===== config.mk =====
export PLATFORM = sky130hd
export DESIGN_NAME = lamp_remote_mode_sequencer_core
export DESIGN_NICKNAME = d
export VERILOG_FILES = /design/src/rtl/lrms_pkg.sv /design/src/rtl/lamp_remote_mode_sequencer_core.sv
export SDC_FILE = /design/constraint.sdc
export NUM_CORES = 1
export LEC_CHECK = 0
export BUFFER_PORTS_ARGS = -buffer_cell sky130_fd_sc_hd__buf_2
export CORE_ASPECT_RATIO = 0.6
export CORE_MARGIN = 1.5
export CORE_UTILIZATION = 55
export DETAILED_ROUTE_END_ITERATION = 16
export PLACE_DENSITY = 0.84
export SETUP_SLACK_MARGIN = 0.4
export SYNTH_ARGS = -nofsm -noshare
export SYNTH_HDL_FRONTEND = slang
export SYNTH_SLANG_ARGS = --single-unit

===== constraint.sdc =====
create_clock -name clock -period 5.6 [get_ports clock]
set_input_delay 0.28 -clock clock [delete_from_list [all_inputs] [get_ports clock]]
set_output_delay 0.28 -clock clock [all_outputs]
set_load 0.05 [all_outputs]

===== src/rtl/lrms_pkg.sv =====
package lrms_pkg;

   localparam int unsigned CODE_W  = 8;
   localparam int unsigned MS_W    = 10;
   localparam int unsigned SPEED_W = 4;
   localparam int unsigned CSR_W   = 2;

   localparam int unsigned FLASH_MS_DEFAULT     = 20;
   localparam int unsigned OFF_PULSE_MS_DEFAULT = 10;

   // item kinds
   localparam logic OP_TICK = 1'b0;
   localparam logic OP_CMD  = 1'b1;

   // configuration register indexes
   localparam logic [CSR_W-1:0] CSR_CODE_OFF    = 2'd0;
   localparam logic [CSR_W-1:0] CSR_CODE_EFFECT = 2'd1;
   localparam logic [CSR_W-1:0] CSR_CODE_COLOUR = 2'd2;
   localparam logic [CSR_W-1:0] CSR_CODE_MAIN   = 2'd3;

   localparam logic [CODE_W-1:0] CODE_OFF_RST    = 8'h72;
   localparam logic [CODE_W-1:0] CODE_EFFECT_RST = 8'h71;
   localparam logic [CODE_W-1:0] CODE_COLOUR_RST = 8'h63;
   localparam logic [CODE_W-1:0] CODE_MAIN_RST   = 8'h61;

   // effect numbers
   localparam logic [2:0] EFF_NONE    = 3'd0;
   localparam logic [2:0] EFF_BLINK   = 3'd1;
   localparam logic [2:0] EFF_COUNT   = 3'd2;
   localparam logic [2:0] EFF_TOGGLE  = 3'd3;
   localparam logic [2:0] EFF_BOTH    = 3'd4;
   localparam logic [2:0] EFF_FL_RGB  = 3'd5;
   localparam logic [2:0] EFF_FL_MAIN = 3'd6;
   localparam logic [2:0] EFF_FL_ALL  = 3'd7;

   localparam logic [SPEED_W-1:0] SPEED_MAX = 4'd9;
   localparam logic [SPEED_W-1:0] SPEED_RST = 4'd5;

   // colour bits: red, green, blue
   localparam logic [2:0] RGB_OFF   = 3'b000;
   localparam logic [2:0] RGB_RED   = 3'b100;
   localparam logic [2:0] RGB_GREEN = 3'b010;
   localparam logic [2:0] RGB_BLUE  = 3'b001;
   localparam logic [2:0] RGB_ALL   = 3'b111;

   function automatic logic [MS_W-1:0] delay_ms(input logic [SPEED_W-1:0] idx);
      logic [MS_W-1:0] d;
      unique case (idx)
         4'd0:    d = 10'd20;
         4'd1:    d = 10'd25;
         4'd2:    d = 10'd50;
         4'd3:    d = 10'd100;
         4'd4:    d = 10'd200;
         4'd5:    d = 10'd300;
         4'd6:    d = 10'd400;
         4'd7:    d = 10'd500;
         4'd8:    d = 10'd800;
         default: d = 10'd1000;
      endcase
      return d;
   endfunction

endpackage


===== src/rtl/lamp_remote_mode_sequencer_core.sv =====
// Lamp remote sequencer: drives an RGB strip and a main light from decoded remote
// command bytes (req_op = 1) and one-millisecond ticks (req_op = 0). Every accepted
// item returns one response with the four drive levels after that item. The block
// takes one item per clock as long as the response side keeps up: an input register
// feeds a single pass of next-state logic that updates the mode state and the
// response register. Command codes are programmable through the csr_ port (index 0
// off, 1 effect, 2 colour, 3 main); write them only while no item is in flight.
module lamp_remote_mode_sequencer_core #(
   parameter int unsigned FLASH_MS     = lrms_pkg::FLASH_MS_DEFAULT,
   parameter int unsigned OFF_PULSE_MS = lrms_pkg::OFF_PULSE_MS_DEFAULT
) (
   input  logic                         clock,
   input  logic                         reset,
   input  logic                         req_valid,
   output logic                         req_ready,
   input  logic                         req_op,
   input  logic [lrms_pkg::CODE_W-1:0]  req_cmd_code,
   output logic                         rsp_valid,
   input  logic                         rsp_ready,
   output logic                         rsp_led_red,
   output logic                         rsp_led_green,
   output logic                         rsp_led_blue,
   output logic                         rsp_main_light,
   input  logic                         csr_valid,
   output logic                         csr_ready,
   input  logic [lrms_pkg::CSR_W-1:0]   csr_index,
   input  logic [lrms_pkg::CODE_W-1:0]  csr_wdata
);
   import lrms_pkg::*;

   typedef struct packed {
      logic [2:0]      colour;
      logic            light;
      logic [MS_W-1:0] ms;
   } step_type;

   localparam logic [MS_W-1:0] FLASH_LEN = MS_W'(FLASH_MS);
   localparam logic [MS_W-1:0] PULSE_LEN = MS_W'(OFF_PULSE_MS);

   // action of one effect step and the wait it loads
   function automatic step_type effect_step(input logic [2:0] eff,
                                            input logic first,
                                            input logic [2:0] colour,
                                            input logic light,
                                            input logic [SPEED_W-1:0] speed);
      step_type        s;
      logic [2:0]      cnt;
      logic [MS_W-1:0] d;
      d        = delay_ms(speed);
      cnt      = (colour == RGB_ALL) ? 3'd1 : colour + 3'd1;
      s.colour = colour;
      s.light  = light;
      s.ms     = d;
      unique case (eff)
         EFF_BLINK:  s.colour = first ? RGB_ALL : RGB_OFF;
         EFF_COUNT:  s.colour = cnt;
         EFF_TOGGLE: s.light = ~light;
         EFF_BOTH: begin
            s.light  = ~light;
            s.colour = cnt;
         end
         EFF_FL_RGB: begin
            s.colour = first ? RGB_ALL : RGB_OFF;
            s.ms     = first ? FLASH_LEN : d;
         end
         EFF_FL_MAIN: begin
            s.light = first;
            s.ms    = first ? FLASH_LEN : d;
         end
         EFF_FL_ALL: begin
            s.colour = first ? RGB_ALL : RGB_OFF;
            s.light  = first;
            s.ms     = first ? FLASH_LEN : d;
         end
         default: s.ms = '0;
      endcase
      return s;
   endfunction

   logic [CODE_W-1:0]  code_off_ff, code_effect_ff, code_colour_ff, code_main_ff;
   logic               in_valid_ff;
   logic               in_op_ff;
   logic [CODE_W-1:0]  in_cmd_ff;
   logic               rsp_valid_ff;
   logic               advance;

   logic [1:0]         main_mode_ff, main_mode_in;
   logic [2:0]         colour_mode_ff, colour_mode_in;
   logic [2:0]         effect_mode_ff, effect_mode_in;
   logic [SPEED_W-1:0] speed_ff, speed_in;
   logic [2:0]         colour_out_ff, colour_out_in;
   logic               light_out_ff, light_out_in;
   logic [MS_W-1:0]    ms_left_ff, ms_left_in;
   logic               phase_ff, phase_in;

   assign advance   = in_valid_ff && (!rsp_valid_ff || rsp_ready);
   assign req_ready = !in_valid_ff || advance;
   assign csr_ready = 1'b1;

   assign rsp_valid      = rsp_valid_ff;
   assign rsp_led_red    = colour_out_ff[2];
   assign rsp_led_green  = colour_out_ff[1];
   assign rsp_led_blue   = colour_out_ff[0];
   assign rsp_main_light = light_out_ff;

   always_comb begin
      step_type        s;
      logic [MS_W-1:0] ms_dec;
      logic            ph;
      main_mode_in   = main_mode_ff;
      colour_mode_in = colour_mode_ff;
      effect_mode_in = effect_mode_ff;
      speed_in       = speed_ff;
      colour_out_in  = colour_out_ff;
      light_out_in   = light_out_ff;
      ms_left_in     = ms_left_ff;
      phase_in       = phase_ff;
      ms_dec         = ms_left_ff - MS_W'(1);
      s              = '0;
      ph             = phase_ff;
      priority if (in_op_ff == OP_TICK) begin
         if (ms_left_ff != '0) begin
            ms_left_in = ms_dec;
            if (ms_dec == '0) begin
               if (effect_mode_ff != EFF_NONE) begin
                  // two-phase effects alternate on and off steps
                  if (effect_mode_ff == EFF_BLINK || effect_mode_ff >= EFF_FL_RGB)
                     ph = ~phase_ff;
                  s = effect_step(effect_mode_ff, !ph, colour_out_ff, light_out_ff,
                                  speed_ff);
                  phase_in      = ph;
                  colour_out_in = s.colour;
                  light_out_in  = s.light;
                  ms_left_in    = s.ms;
               end else begin
                  light_out_in = (main_mode_ff != 2'd0);
               end
            end
         end
      end else if (in_cmd_ff == code_off_ff) begin
         main_mode_in   = '0;
         colour_mode_in = '0;
         effect_mode_in = EFF_NONE;
         speed_in       = '0;
         colour_out_in  = RGB_OFF;
         light_out_in   = 1'b0;
         ms_left_in     = '0;
         phase_in       = 1'b0;
      end else if (in_cmd_ff == code_effect_ff) begin
         main_mode_in   = '0;
         colour_mode_in = '0;
         effect_mode_in = effect_mode_ff + 3'd1;
         phase_in       = 1'b0;
         s = effect_step(effect_mode_ff + 3'd1, 1'b1, RGB_OFF, 1'b0, speed_ff);
         colour_out_in  = s.colour;
         light_out_in   = s.light;
         ms_left_in     = s.ms;
      end else if (in_cmd_ff == code_colour_ff) begin
         if (effect_mode_ff != EFF_NONE) begin
            if (speed_ff != '0) speed_in = speed_ff - SPEED_W'(1);
         end else begin
            colour_mode_in = (colour_mode_ff < 3'd4) ? colour_mode_ff + 3'd1 : 3'd0;
            unique case (colour_mode_in)
               3'd1:    colour_out_in = RGB_RED;
               3'd2:    colour_out_in = RGB_GREEN;
               3'd3:    colour_out_in = RGB_BLUE;
               3'd4:    colour_out_in = RGB_ALL;
               default: colour_out_in = RGB_OFF;
            endcase
         end
      end else if (in_cmd_ff == code_main_ff) begin
         if (effect_mode_ff != EFF_NONE) begin
            if (speed_ff < SPEED_MAX) speed_in = speed_ff + SPEED_W'(1);
         end else begin
            main_mode_in = main_mode_ff + 2'd1;
            light_out_in = 1'b0;
            ms_left_in   = PULSE_LEN;
         end
      end else begin
         // unknown code, state holds
      end
   end

   always_ff @(posedge clock) begin
      if (reset) begin
         code_off_ff    <= CODE_OFF_RST;
         code_effect_ff <= CODE_EFFECT_RST;
         code_colour_ff <= CODE_COLOUR_RST;
         code_main_ff   <= CODE_MAIN_RST;
         in_valid_ff    <= 1'b0;
         rsp_valid_ff   <= 1'b0;
         main_mode_ff   <= 2'd1;
         colour_mode_ff <= '0;
         effect_mode_ff <= EFF_NONE;
         speed_ff       <= SPEED_RST;
         colour_out_ff  <= RGB_OFF;
         light_out_ff   <= 1'b1;
         ms_left_ff     <= '0;
         phase_ff       <= 1'b0;
      end else begin
         if (csr_valid && csr_ready) begin
            unique case (csr_index)
               CSR_CODE_OFF:    code_off_ff    <= csr_wdata;
               CSR_CODE_EFFECT: code_effect_ff <= csr_wdata;
               CSR_CODE_COLOUR: code_colour_ff <= csr_wdata;
               CSR_CODE_MAIN:   code_main_ff   <= csr_wdata;
               default: ;
            endcase
         end
         if (req_ready) in_valid_ff <= req_valid;
         if (advance) begin
            rsp_valid_ff   <= 1'b1;
            main_mode_ff   <= main_mode_in;
            colour_mode_ff <= colour_mode_in;
            effect_mode_ff <= effect_mode_in;
            speed_ff       <= speed_in;
            colour_out_ff  <= colour_out_in;
            light_out_ff   <= light_out_in;
            ms_left_ff     <= ms_left_in;
            phase_ff       <= phase_in;
         end else if (rsp_ready) begin
            rsp_valid_ff <= 1'b0;
         end
      end
   end

   // input payload needs no reset
   always_ff @(posedge clock) begin
      if (req_valid && req_ready) begin
         in_op_ff  <= req_op;
         in_cmd_ff <= req_cmd_code;
      end
   end

`ifndef SYNTH
   a_speed_range: assert property (@(posedge clock) disable iff (reset)
      speed_ff <= SPEED_MAX)
      else $error("speed index out of range");

   a_colour_mode_range: assert property (@(posedge clock) disable iff (reset)
      colour_mode_ff <= 3'd4)
      else $error("colour mode out of range");

   a_effect_clears_modes: assert property (@(posedge clock) disable iff (reset)
      effect_mode_ff != EFF_NONE |-> main_mode_ff == 2'd0 && colour_mode_ff == 3'd0)
      else $error("manual modes set while an effect runs");

   a_pulse_light_low: assert property (@(posedge clock) disable iff (reset)
      effect_mode_ff == EFF_NONE && ms_left_ff != '0 |-> !light_out_ff)
      else $error("main light on during its off pulse");

   a_held_item_waits: assert property (@(posedge clock) disable iff (reset)
      in_valid_ff && !advance |=> in_valid_ff && $stable(in_cmd_ff) && $stable(speed_ff))
      else $error("stalled item lost or state moved without a transfer");
`endif

endmodule


==> insert_results.sql <==
INSERT INTO impl_metrics (metric_group, metric, value, unit) VALUES
('logic_synthesis', 'syn_inst', '519', ''),
('cts', 'worstSkewPairLatency', '0.35', 'ns'),
('critical_path', 'max_stage_delay', '0.50', 'ns'),
('sta', 'slew-limit-headroom', '25.3', '%'),
('run_status', 'run_status', 'finished, final reports clean', ''),
('die', 'placeableCoreArea', '7820', 'um^2'),
('place', 'gpl.final_weighted_congestion', '0.952', ''),
('critical_path', 'crit_chain', 'xor2_1, nor4_4, and2_4, ha_1, a21o_1, a21oi_1, nand3_1, o2bb2ai_1, a31o_2, a31o_2, inv_1, nor4_1', ''),
('sta', 'post-route-period-util', '60.0', '%'),
('final_layout', 'fillCellCount', '654', ''),
('logic_synthesis', 'synth_compound_gate_area_share', '16.8', '%'),
('detailed_routing', 'wl', '11.7', 'mm'),
('pwr', 'areal_power_density_over_the_cells', '274', 'nW/um^2'),
('critical_path', 'endpoint_kind', 'flop', ''),
('pwr', 'sequential_fraction_of_design_power', '46.5', '%'),
('final_layout', 'multi_input_area', '2540', 'um^2'),
('die', 'num_io_pins', '31', ''),
('critical_path', 'critPathArrivalTime', '3.60', 'ns'),
('logic_synthesis', 'ys_seq_elements', '80', ''),
('final_layout', 'antenna_cells', '0', ''),
('sta', 'final.min_clock_period', '3.36', 'ns'),
('pwr', 'total_leakage_power', '2.01', 'nW'),
('logic_synthesis', 'yosysTopAreaCell', 'dfxtp_1', ''),
('logic_synthesis', 'number_of_synthesized_flops_with_an_enable_pin', '9', ''),
('sta', 'achievable-frequency', '0.298', 'GHz'),
('detailed_routing', 'detail_route.first_pass.iterations', '7', ''),
('detailed_routing', 'route.detailed.drc', '0', ''),
('logic_synthesis', 'synthesis.yosys.warnings', '0', ''),
('cts', 'cts.clk_slew.worst_paths', '0.06', 'ns'),
('pwr', 'internal-power', '995', 'uW'),
('final_layout', 'layout-drive-gt1-share', '12.1', '%'),
('min_path', 'min_path_type', 'in2reg', ''),
('sta', 'max_slew.worst_pin.slew', '1.12', 'ns'),
('logic_synthesis', 'synth_simple_gate_area_share', '21.8', '%'),
('sta', 'timing.setup.tns', '0', 'ns'),
('logic_synthesis', 'synthTopCellsByArea', 'dfxtp_1, nand2_1, edfxtp_1, ha_1, xor2_1', ''),
('critical_path', 'critical_path.most_common_cell', 'a31o_2', ''),
('logic_synthesis', 'syn-mean-instance-area', '8.49', 'um^2'),
('sta', 'rsz0062_at_grt', 'false', ''),
('pwr', 'p_sw_share', '25.8', '%'),
('logic_synthesis', 'synth_xor_area_share', '8.35', '%'),
('critical_path', 'crit_fanout', '8', ''),
('final_layout', 'syn_to_final_growth', '11.2', '%'),
('place', 'port_buffers', '29', ''),
('sta', 'setup_ws', '2.24', 'ns'),
('detailed_routing', 'ant_nets', '0', ''),
('cts', 'cts_inserted_buffers', '9', ''),
('pwr', 'power.clock.fraction', '43.0', '%'),
('global_routing', 'grt_antenna_before_repair', '0', ''),
('logic_synthesis', 'cell_area_after_technology_mapping', '4410', 'um^2'),
('place', 'detailed_placement_wirelength_estimate', '8.38', 'mm'),
('logic_synthesis', 'post_synth_fa_ha_maj_area_fraction', '5.85', '%'),
('global_routing', 'first_global_vias', '3769', ''),
('pwr', 'power.net_switching', '346', 'uW'),
('pwr', 'share_comb_of_total_power', '10.5', '%'),
('logic_synthesis', 'syn-num-nets', '563', ''),
('sta', 'finalSetupViolCount', '0', ''),
('cts', 'htree_levels', '3', ''),
('run', 'maxCapViolations', '0', ''),
('detailed_routing', 'via_per_inst', '6.16', ''),
('cts', 'postCtsHoldBufs', '0', ''),
('logic_synthesis', 'postSynth.topFlopCell', 'dfxtp_1', ''),
('logic_synthesis', 'postSynth.asyncResetShare', '0', '%'),
('die', 'floorplan.die_area', '8580', 'um^2'),
('cts', 'ctsRootBufferMaster', 'clkbuf_16', ''),
('logic_synthesis', 'post_synth_mux_area_share', '4.80', '%'),
('global_routing', 'grt_start_max_net_pins', '44', ''),
('critical_path', 'crit_type', 'reg2reg', ''),
('critical_path', 'critPathLaunchType', 'flop', ''),
('logic_synthesis', 'post-synth-top-area-fraction', '32.2', '%'),
('die', 'fp.dieW', '119', 'um');
## cells in the final DEF (no fill, tap or decap), drive strengths merged, types with 17 or more instances in the layout
cell	Yosys	final
nand2	90	90
dfxtp	71	71
nor2	42	42
a21oi	36	36
buf	5	30
xor2	27	27
inv	22	23
o21ai	20	20
mux2i	20	20
ha	19	19
nand3	17	17
## routing by layer
layer | routed length, um | track usage [%]
met1 | 5250 | 39.5
met4 | 232 | 10.6
met2 | 4980 | 43.3
met3 | 1250 | 7.55
met5 | 0 | 0
## worst max-delay path, delay by kind of cell, from the launching register on
kind,cells,cell delay (ns)
buf+inv,1,0.13
simple gates,4,1.09
xor+xnor,1,0.21
compound gates,5,1.07
flops,1,0.50
fa+ha+maj,1,0.25
## area by class of cell
| cell class | count | share of cell area, % |
|---|---|---|
| multi-input combinational | 396 | 51.9 |
| sequential | 80 | 34.5 |
| clock buffer | 13 | 5.54 |
| timing repair buffer | 30 | 3.11 |
| tap | 108 | 2.76 |
| inverter | 23 | 1.76 |
| clock inverter | 3 | 0.460 |
## cells by family (layout without fill, tap and decap cells)
family                     after synthesis  after routing
and+or+nand+nor                        202            202
AOI/OAI and AO/OA                      110            110
DFF                                     80             80
buffers and inverters                   43             69
xor gates and xnor gates                42             42
muxes                                   21             21
adders and majority gates               20             20
other                                    1              1
## power by group through the flow
stage	registers, mW	logic [mW]	clock network [mW]
floorplan	0.628	0.101	0
global placement	0.633	0.132	0
detailed placement	0.634	0.135	0
CTS	0.622	0.138	0.581
global route	0.625	0.154	0.604
finish	0.624	0.141	0.576
## stage by stage
| step | power, mW | area [um^2] | hold slack [ns] | utilization [%] | cells |
|---|---|---|---|---|---|
| 3_5_place_dp | 0.770 | 4610 | 0.460 | 58.9 | 637 |
| 2_1_floorplan | 0.729 | 4410 | 0.379 | - | 519 |
| 6_report | 1.34 | 4900 | 0.105 | 62.7 | 653 |
| 5_1_grt | 1.38 | 4900 | 0.0999 | 62.7 | 653 |
| 3_3_place_gp | 0.765 | 4610 | 0.455 | 58.9 | 637 |
| 4_1_cts | 1.34 | 4900 | 0.104 | 62.7 | 653 |
## synth_stat cells (all sizes together) (4+ instances only)
cell type,instances
ha,19
xor2,27
and2,5
dfxtp,71
a32oi,4
and3,5
edfxtp,9
nand3,17
o21ai,20
xnor2,15
nor2,42
nor3,10
inv,22
a21o,7
nor4,9
nand2,90
buf,5
clkbuf,15
mux2i,20
a211oi,5
a22oi,5
nor3b,4
a21oi,36
a31oi,6
## worst paths after layout
kind | start | endpoint | slack, ns | cells after the start
worst max-delay path | in_cmd_ff[6] | flop | 2.24 | 12
worst min-delay path | req_cmd_code[6] | in_cmd_ff[6] | 0.11 | 1
worst max register to register | in_cmd_ff[6] | flop | 2.24 | 12
worst min register to register | code_main_ff[2] | code_main_ff[2] | 0.48 | 2
Power figures use the tool's default switching activity.
